## src/design/ibe_pkg.sv

```systemverilog
package ibe_pkg;

  // Fixed field widths
  localparam int unsigned CFG_W     = 9;   // config register payload
  localparam int unsigned CFG_IDX_W = 3;   // config register index
  localparam int unsigned CRD_W     = 10;  // column / row coordinate
  localparam int unsigned PIX_W     = 32;  // packed pixel on the stream
  localparam int unsigned SGN_W     = 12;  // signed offset from the leading pad
  localparam int unsigned MAG_W     = 10;  // magnitude fed to the remainder unit
  localparam int unsigned CNT_W     = $clog2(MAG_W);
  localparam int unsigned NUM_AXES  = 2;   // 0 column, 1 row

  // Stream packing
  localparam int unsigned S_TDATA_W = 56;
  localparam int unsigned S_TUSER_W = 1;
  localparam int unsigned M_TDATA_W = 32;
  localparam int unsigned M_TUSER_W = 1;
  localparam int unsigned COL_LSB   = 0;
  localparam int unsigned ROW_LSB   = COL_LSB + CRD_W;
  localparam int unsigned PIX_LSB   = ROW_LSB + CRD_W;

  // Defaults for the top level parameters
  localparam int DEF_MAX_WIDTH  = 256;
  localparam int DEF_MAX_HEIGHT = 256;
  localparam int DEF_MAX_PAD    = 256;
  localparam int DEF_CHANNELS   = 4;

  // Register reset values
  localparam logic [CFG_W-1:0] DIM_RESET = CFG_W'(256);

  typedef enum logic {
    OP_LOAD  = 1'b0,
    OP_FETCH = 1'b1
  } op_e;

  typedef enum logic {
    EDGE_REPLICATE = 1'b0,
    EDGE_MIRROR    = 1'b1
  } edge_mode_e;

  typedef enum logic {
    STATUS_OK      = 1'b0,
    STATUS_OUTSIDE = 1'b1
  } status_e;

  typedef enum logic [CFG_IDX_W-1:0] {
    REG_SRC_WIDTH  = 3'd0,
    REG_SRC_HEIGHT = 3'd1,
    REG_PAD_LEFT   = 3'd2,
    REG_PAD_RIGHT  = 3'd3,
    REG_PAD_TOP    = 3'd4,
    REG_PAD_BOTTOM = 3'd5,
    REG_EDGE_MODE  = 3'd6
  } cfg_reg_e;

  typedef enum logic [2:0] {
    ST_IDLE,
    ST_CHECK,
    ST_PREP,
    ST_DIV,
    ST_FIX,
    ST_READ,
    ST_DONE
  } state_e;

  // Controller to datapath
  typedef struct packed {
    logic wr_en;     // store a load transaction
    logic cap;       // capture fetch coordinates
    logic check;     // bounds check and offsets
    logic prep;      // per-axis mapping setup
    logic div_step;  // one remainder bit per axis
    logic fix;       // final source indexes
    logic rd_en;     // read the store
    logic out_load;  // fill the output register
  } ctrl_cmd_t;

  // Datapath to controller
  typedef struct packed {
    logic outside;     // fetch coordinate outside the expanded image
    logic div_needed;  // some axis needs the wrap remainder
    logic out_free;    // output register can take a result
  } ctrl_status_t;

endpackage

```

## src/design/ibe_ctrl.sv

```systemverilog
module ibe_ctrl (
  input  logic                 clk_i,
  input  logic                 rst_ni,
  input  logic                 s_tvalid_i,
  input  ibe_pkg::op_e         s_op_i,
  output logic                 s_tready_o,
  input  ibe_pkg::ctrl_status_t status_i,
  output ibe_pkg::ctrl_cmd_t   cmd_o
);

  localparam logic [ibe_pkg::CNT_W-1:0] CNT_LAST = ibe_pkg::CNT_W'(ibe_pkg::MAG_W - 1);

  ibe_pkg::state_e state_q, state_d;
  logic [ibe_pkg::CNT_W-1:0] cnt_q, cnt_d;

  // State and step counter
  always_ff @(posedge clk_i or negedge rst_ni) begin
    if (!rst_ni) begin
      state_q <= ibe_pkg::ST_IDLE;
      cnt_q   <= '0;
    end else begin
      state_q <= state_d;
      cnt_q   <= cnt_d;
    end
  end

  // Next state and commands
  always_comb begin
    state_d    = state_q;
    cnt_d      = '0;
    s_tready_o = 1'b0;
    cmd_o      = '0;
    unique case (state_q)
      ibe_pkg::ST_IDLE: begin
        s_tready_o = 1'b1;
        if (s_tvalid_i) begin
          if (s_op_i == ibe_pkg::OP_FETCH) begin
            cmd_o.cap = 1'b1;
            state_d   = ibe_pkg::ST_CHECK;
          end else begin
            cmd_o.wr_en = 1'b1;
          end
        end
      end
      ibe_pkg::ST_CHECK: begin
        cmd_o.check = 1'b1;
        state_d     = ibe_pkg::ST_PREP;
      end
      ibe_pkg::ST_PREP: begin
        if (status_i.outside) begin
          state_d = ibe_pkg::ST_DONE;
        end else begin
          cmd_o.prep = 1'b1;
          state_d    = ibe_pkg::ST_DIV;
        end
      end
      ibe_pkg::ST_DIV: begin
        if (!status_i.div_needed) begin
          state_d = ibe_pkg::ST_FIX;
        end else begin
          cmd_o.div_step = 1'b1;
          if (cnt_q == CNT_LAST) begin
            state_d = ibe_pkg::ST_FIX;
          end else begin
            cnt_d = cnt_q + 1'b1;
          end
        end
      end
      ibe_pkg::ST_FIX: begin
        cmd_o.fix = 1'b1;
        state_d   = ibe_pkg::ST_READ;
      end
      ibe_pkg::ST_READ: begin
        cmd_o.rd_en = 1'b1;
        state_d     = ibe_pkg::ST_DONE;
      end
      ibe_pkg::ST_DONE: begin
        if (status_i.out_free) begin
          cmd_o.out_load = 1'b1;
          state_d        = ibe_pkg::ST_IDLE;
        end
      end
      default: begin
        state_d = ibe_pkg::ST_IDLE;
      end
    endcase
  end

`ifndef SYNTH
  // A fetch starts the mapping sequence
  a_fetch_starts: assert property (@(posedge clk_i) disable iff (!rst_ni)
    (s_tvalid_i && s_tready_o && s_op_i == ibe_pkg::OP_FETCH) |=>
      state_q == ibe_pkg::ST_CHECK)
    else $error("fetch transaction did not start the check step");

  // A load is finished in the cycle it is taken
  a_load_stays_idle: assert property (@(posedge clk_i) disable iff (!rst_ni)
    (s_tvalid_i && s_tready_o && s_op_i == ibe_pkg::OP_LOAD) |=>
      state_q == ibe_pkg::ST_IDLE)
    else $error("load transaction left the idle state");

  // The remainder unit runs exactly one step per magnitude bit
  a_div_length: assert property (@(posedge clk_i) disable iff (!rst_ni)
    (state_q == ibe_pkg::ST_DIV && status_i.div_needed && cnt_q == CNT_LAST) |=>
      state_q == ibe_pkg::ST_FIX)
    else $error("remainder sequence did not end after its last bit");
`endif

endmodule

```

## config.mk

```make
export PLATFORM = sky130hd
export DESIGN_NAME = ibe_ctrl
export DESIGN_NICKNAME = d
export VERILOG_FILES = /design/src/design/ibe_pkg.sv /design/src/design/ibe_ctrl.sv
export SDC_FILE = /design/constraint.sdc
export NUM_CORES = 1
export LEC_CHECK = 0
export BUFFER_PORTS_ARGS = -buffer_cell sky130_fd_sc_hd__buf_2
export CAP_MARGIN = 5
export CORE_AREA = 4 4 41 43
export DETAILED_ROUTE_END_ITERATION = 16
export DIE_AREA = 0 0 45 47
export GPL_TIMING_DRIVEN = 0
export PLACE_DENSITY = 0.65
export SLEW_MARGIN = 20
export SYNTH_ARGS = -nofsm -noshare
export SYNTH_HDL_FRONTEND = slang
export SYNTH_SLANG_ARGS = --single-unit
```

## constraint.sdc

```tcl
create_clock -name clk_i -period 2.9 [get_ports clk_i]
set_input_delay 0.145 -clock clk_i [delete_from_list [all_inputs] [get_ports clk_i]]
set_output_delay 0.145 -clock clk_i [all_outputs]
set_load 0.05 [all_outputs]
```

==> results.yml <==
clock_network:
  cts.repair.resized: 0
  h-tree-depth: 1
  clk_path_buf_depth: 2
  clkSinkCount: 7
  clock-root-buffer: "clkbuf_4"
  tritoncts: "yes"
  clk_pin_slew_ns: 0.05
  clk_latency_ns: 0.26
  numCtsBuffers: 3
finish:
  drive_gt1_share_pct: 36.11
  final_cell_area_um2: 621.8
  n_antenna_cell: 0
  synthToLayoutAreaGrowth_pct: 26.46
  nNetsFinal: 80
grt:
  grt_overflow: 0
  grt_first_pass_wirelength_mm: 1.683
  grtUsageMet1_pct: 16.12
  grt_use_total_pct: 11.48
  grt_busiest_layer: "met1"
  grt_pass1_vias: 369
  grtUsageMet3_pct: 2.299
  grt_max_degree: 11
  antenna_found_initial: 0
  grt_util_met2_pct: 13.56
worst_hold_path:
  holdPathStages: 3
  min_from: "s_tvalid_i"
  hold_class: "in -> reg"
  worst_hold_path.endpoint: "state_q[1]$_DFFE_PN0P_"
setup_path:
  worstPathArrival_ns: 1.59
  crit_path_top_delay_cell: "dfrtp_1"
  endpoint_kind: "output port"
  r2r_cells: 4
  critical_path_class: "reg -> out"
  critPathTopFamily: "simple AND/OR/NAND/NOR gates"
  cp.required_ns: 2.76
  max_stage_delay_ns: 0.41
  r2r-start: "state_q[2]$_DFFE_PN0P_"
  start_kind: "register"
  path_max_fanout: 10
  worstPathCellList: "buf_4 -> nor3_2 -> and3b_1 -> buf_2"
  rr_endpoint: "state_q[1]$_DFFE_PN0P_"
  cp.buffers_inverters: 2
  regToRegSetupSlack_ns: 1.65
sta:
  rsz0062_at_grt: "false"
  setup_viol: 0
  fin_setup_tns_ns: 0
  skew_ns: 0.003139
  finalMaxSlewViolations: 0
  maxSlewHeadroom_pct: 82.62
  period_minus_slack_ns: 1.731
  tightest_slew_ns: 0.2592
  setup_ws_ns: 1.169
  post-route-period-util_pct: 59.69
  hold_viol: 0
  fmax_mhz: 577.7
synthesis:
  synth_area_um2: 491.7
  yosysSeqAreaShare_pct: 35.62
  synth_edf_count: 0
  synthFlopType: "dfrtp_1"
  syn-num-nets: 59
  synthArstFlopShare_pct: 100.0
  ys_ff_latch: 7
  yosys_warnings: 0
  syn_inst: 52
  ys_types: 26
  syn_avg_cell_area_um2: 9.456
detailed_routing:
  via_count: 428
  ant_nets: 0
  dr.pass1.iters: 4
  drt_iter0_markers: 14
  postRouteWirelength_um: 983
  remaining_drc_errors: 0
  avgViaCountPerCell: 4.920
  wl_per_cell_um: 11.30
floorplanning:
  die_x_um: 45
  start_util_pct: 37.79
  die_y_um: 47
  core-area_mm2: 0.001301
  num_io_pins: 16
  dieArea_mm2: 0.002115
  rows: 13
placement:
  portBuffers: 15
  dp_slack_ns: 1.440
  placed_cell_area_um2: 585.6
  dpl.hpwl_um: 696.6
  gp_congestion: 0.7085
outcome:
  status: "finished clean"
pwr:
  ir_drop_mv: 0.3680
  p_per_area_mw_per_mm2: 1035
  static-leakage-power_nw: 0.3303
flow_run:
  cap_violations: 0
[cell usage in the layout, fill, tap and decap left out, types with 2 or more instances in the layout]
master    count
mux2i_1       2
nand2b_1      2
dfrtp_1       7
nor2_1        7
nor2b_1       2
and3b_1       2
inv_1         3
buf_2        15
clkbuf_4      3
nand2_1       4
buf_4         2
o21ai_0       4
nor3b_1       2
[repair_timing]
action                    CTS  global route
hold endpoints to repair    7             0
setup buffers               0             0
hold buffers                1             0
[power breakdown]
part	internal (mW)	switching (mW)	leakage (nW)	total (mW)
clock	0.0526	0.0380	0.0150	0.0906
combinational	0.149	0.264	0.223	0.413
sequential	0.123	0.0171	0.0921	0.140
[stage by stage]
step,total power [mW],utilization (%),hold WS [ns],cells
floorplan,0.4833,-,-0.1506,52
global placement,0.5555,45.00,-0.01544,82
detailed placement,0.5556,45.00,-0.01308,82
CTS,0.6539,47.79,0.1422,87
global route,0.6935,47.79,0.1493,87
finish,0.6434,47.79,0.1560,87
[layout make-up]
type | instances | area [µm²]
flip-flops and latches | 7 | 175.2
clock buffers | 4 | 26.28
repair buffers | 16 | 85.08
plain buffers | 3 | 26.28
well taps | 15 | 18.77
fillers | 142 | 679.4
inverters | 3 | 11.26
multi-input cells | 39 | 279.0
[state kept, by name, indices dropped and copies added, names as in the netlist]
name / flops
cnt_q: 4
state_q: 3
[tightest hold or removal path, stage by stage]
cell	delay (ns)
buf_2	0.11
nand2_1	0.06
a32oi_2	0.05
[Yosys cell counts (2+ instances only)]
| cell type | instances | area (µm²) |
|---|---|---|
| nand2b_1 | 2 | 12.51 |
| dfrtp_1 | 7 | 175.2 |
| nor2b_1 | 2 | 12.51 |
| buf_4 | 2 | 15.01 |
| nor2_1 | 7 | 26.28 |
| nor3b_1 | 2 | 15.01 |
| o21ai_0 | 4 | 20.02 |
| and3b_1 | 2 | 17.52 |
| mux2i_1 | 2 | 20.02 |
| nand2_1 | 4 | 15.01 |
| inv_1 | 3 | 11.26 |
[worst max-delay path by stage]
| stage | depth (start not counted) | endpoint | slack, ns | from |
|---|---|---|---|---|
| after global placement | 4 | cmd_o[7] | 1.45 | state_q[1]$_DFFE_PN0P_ |
| final | 4 | cmd_o[7] | 1.17 | state_q[1]$_DFFE_PN0P_ |
| after detailed placement | 4 | cmd_o[6] | 1.44 | state_q[1]$_DFFE_PN0P_ |
| after floorplan | 3 | cmd_o[7] | 0.82 | state_q[1]$_DFFE_PN0P_ |
| after CTS | 4 | cmd_o[6] | 1.15 | state_q[1]$_DFFE_PN0P_ |
| after global routing | 4 | cmd_o[6] | 1.05 | state_q[1]$_DFFE_PN0P_ |
[per-layer routing]
layer	up-vias	wire length [µm]
li1	220	-
met1	191	491
met2	12	401
met3	5	48
met4	0	41
met5	-	0
[cell families (layout without fill, tap and decap cells)]
group,count (synthesis),in the layout,share of synthesized area [%]
AND/OR/NAND/NOR,25,25,34.10
AO/OA/AOI/OAI,10,10,15.01
XOR/XNOR,2,2,3.563
multiplexers,2,2,4.071
buffers and inverters,6,26,7.632
flip-flops,7,7,35.62
(Power assumes the default switching activity.)
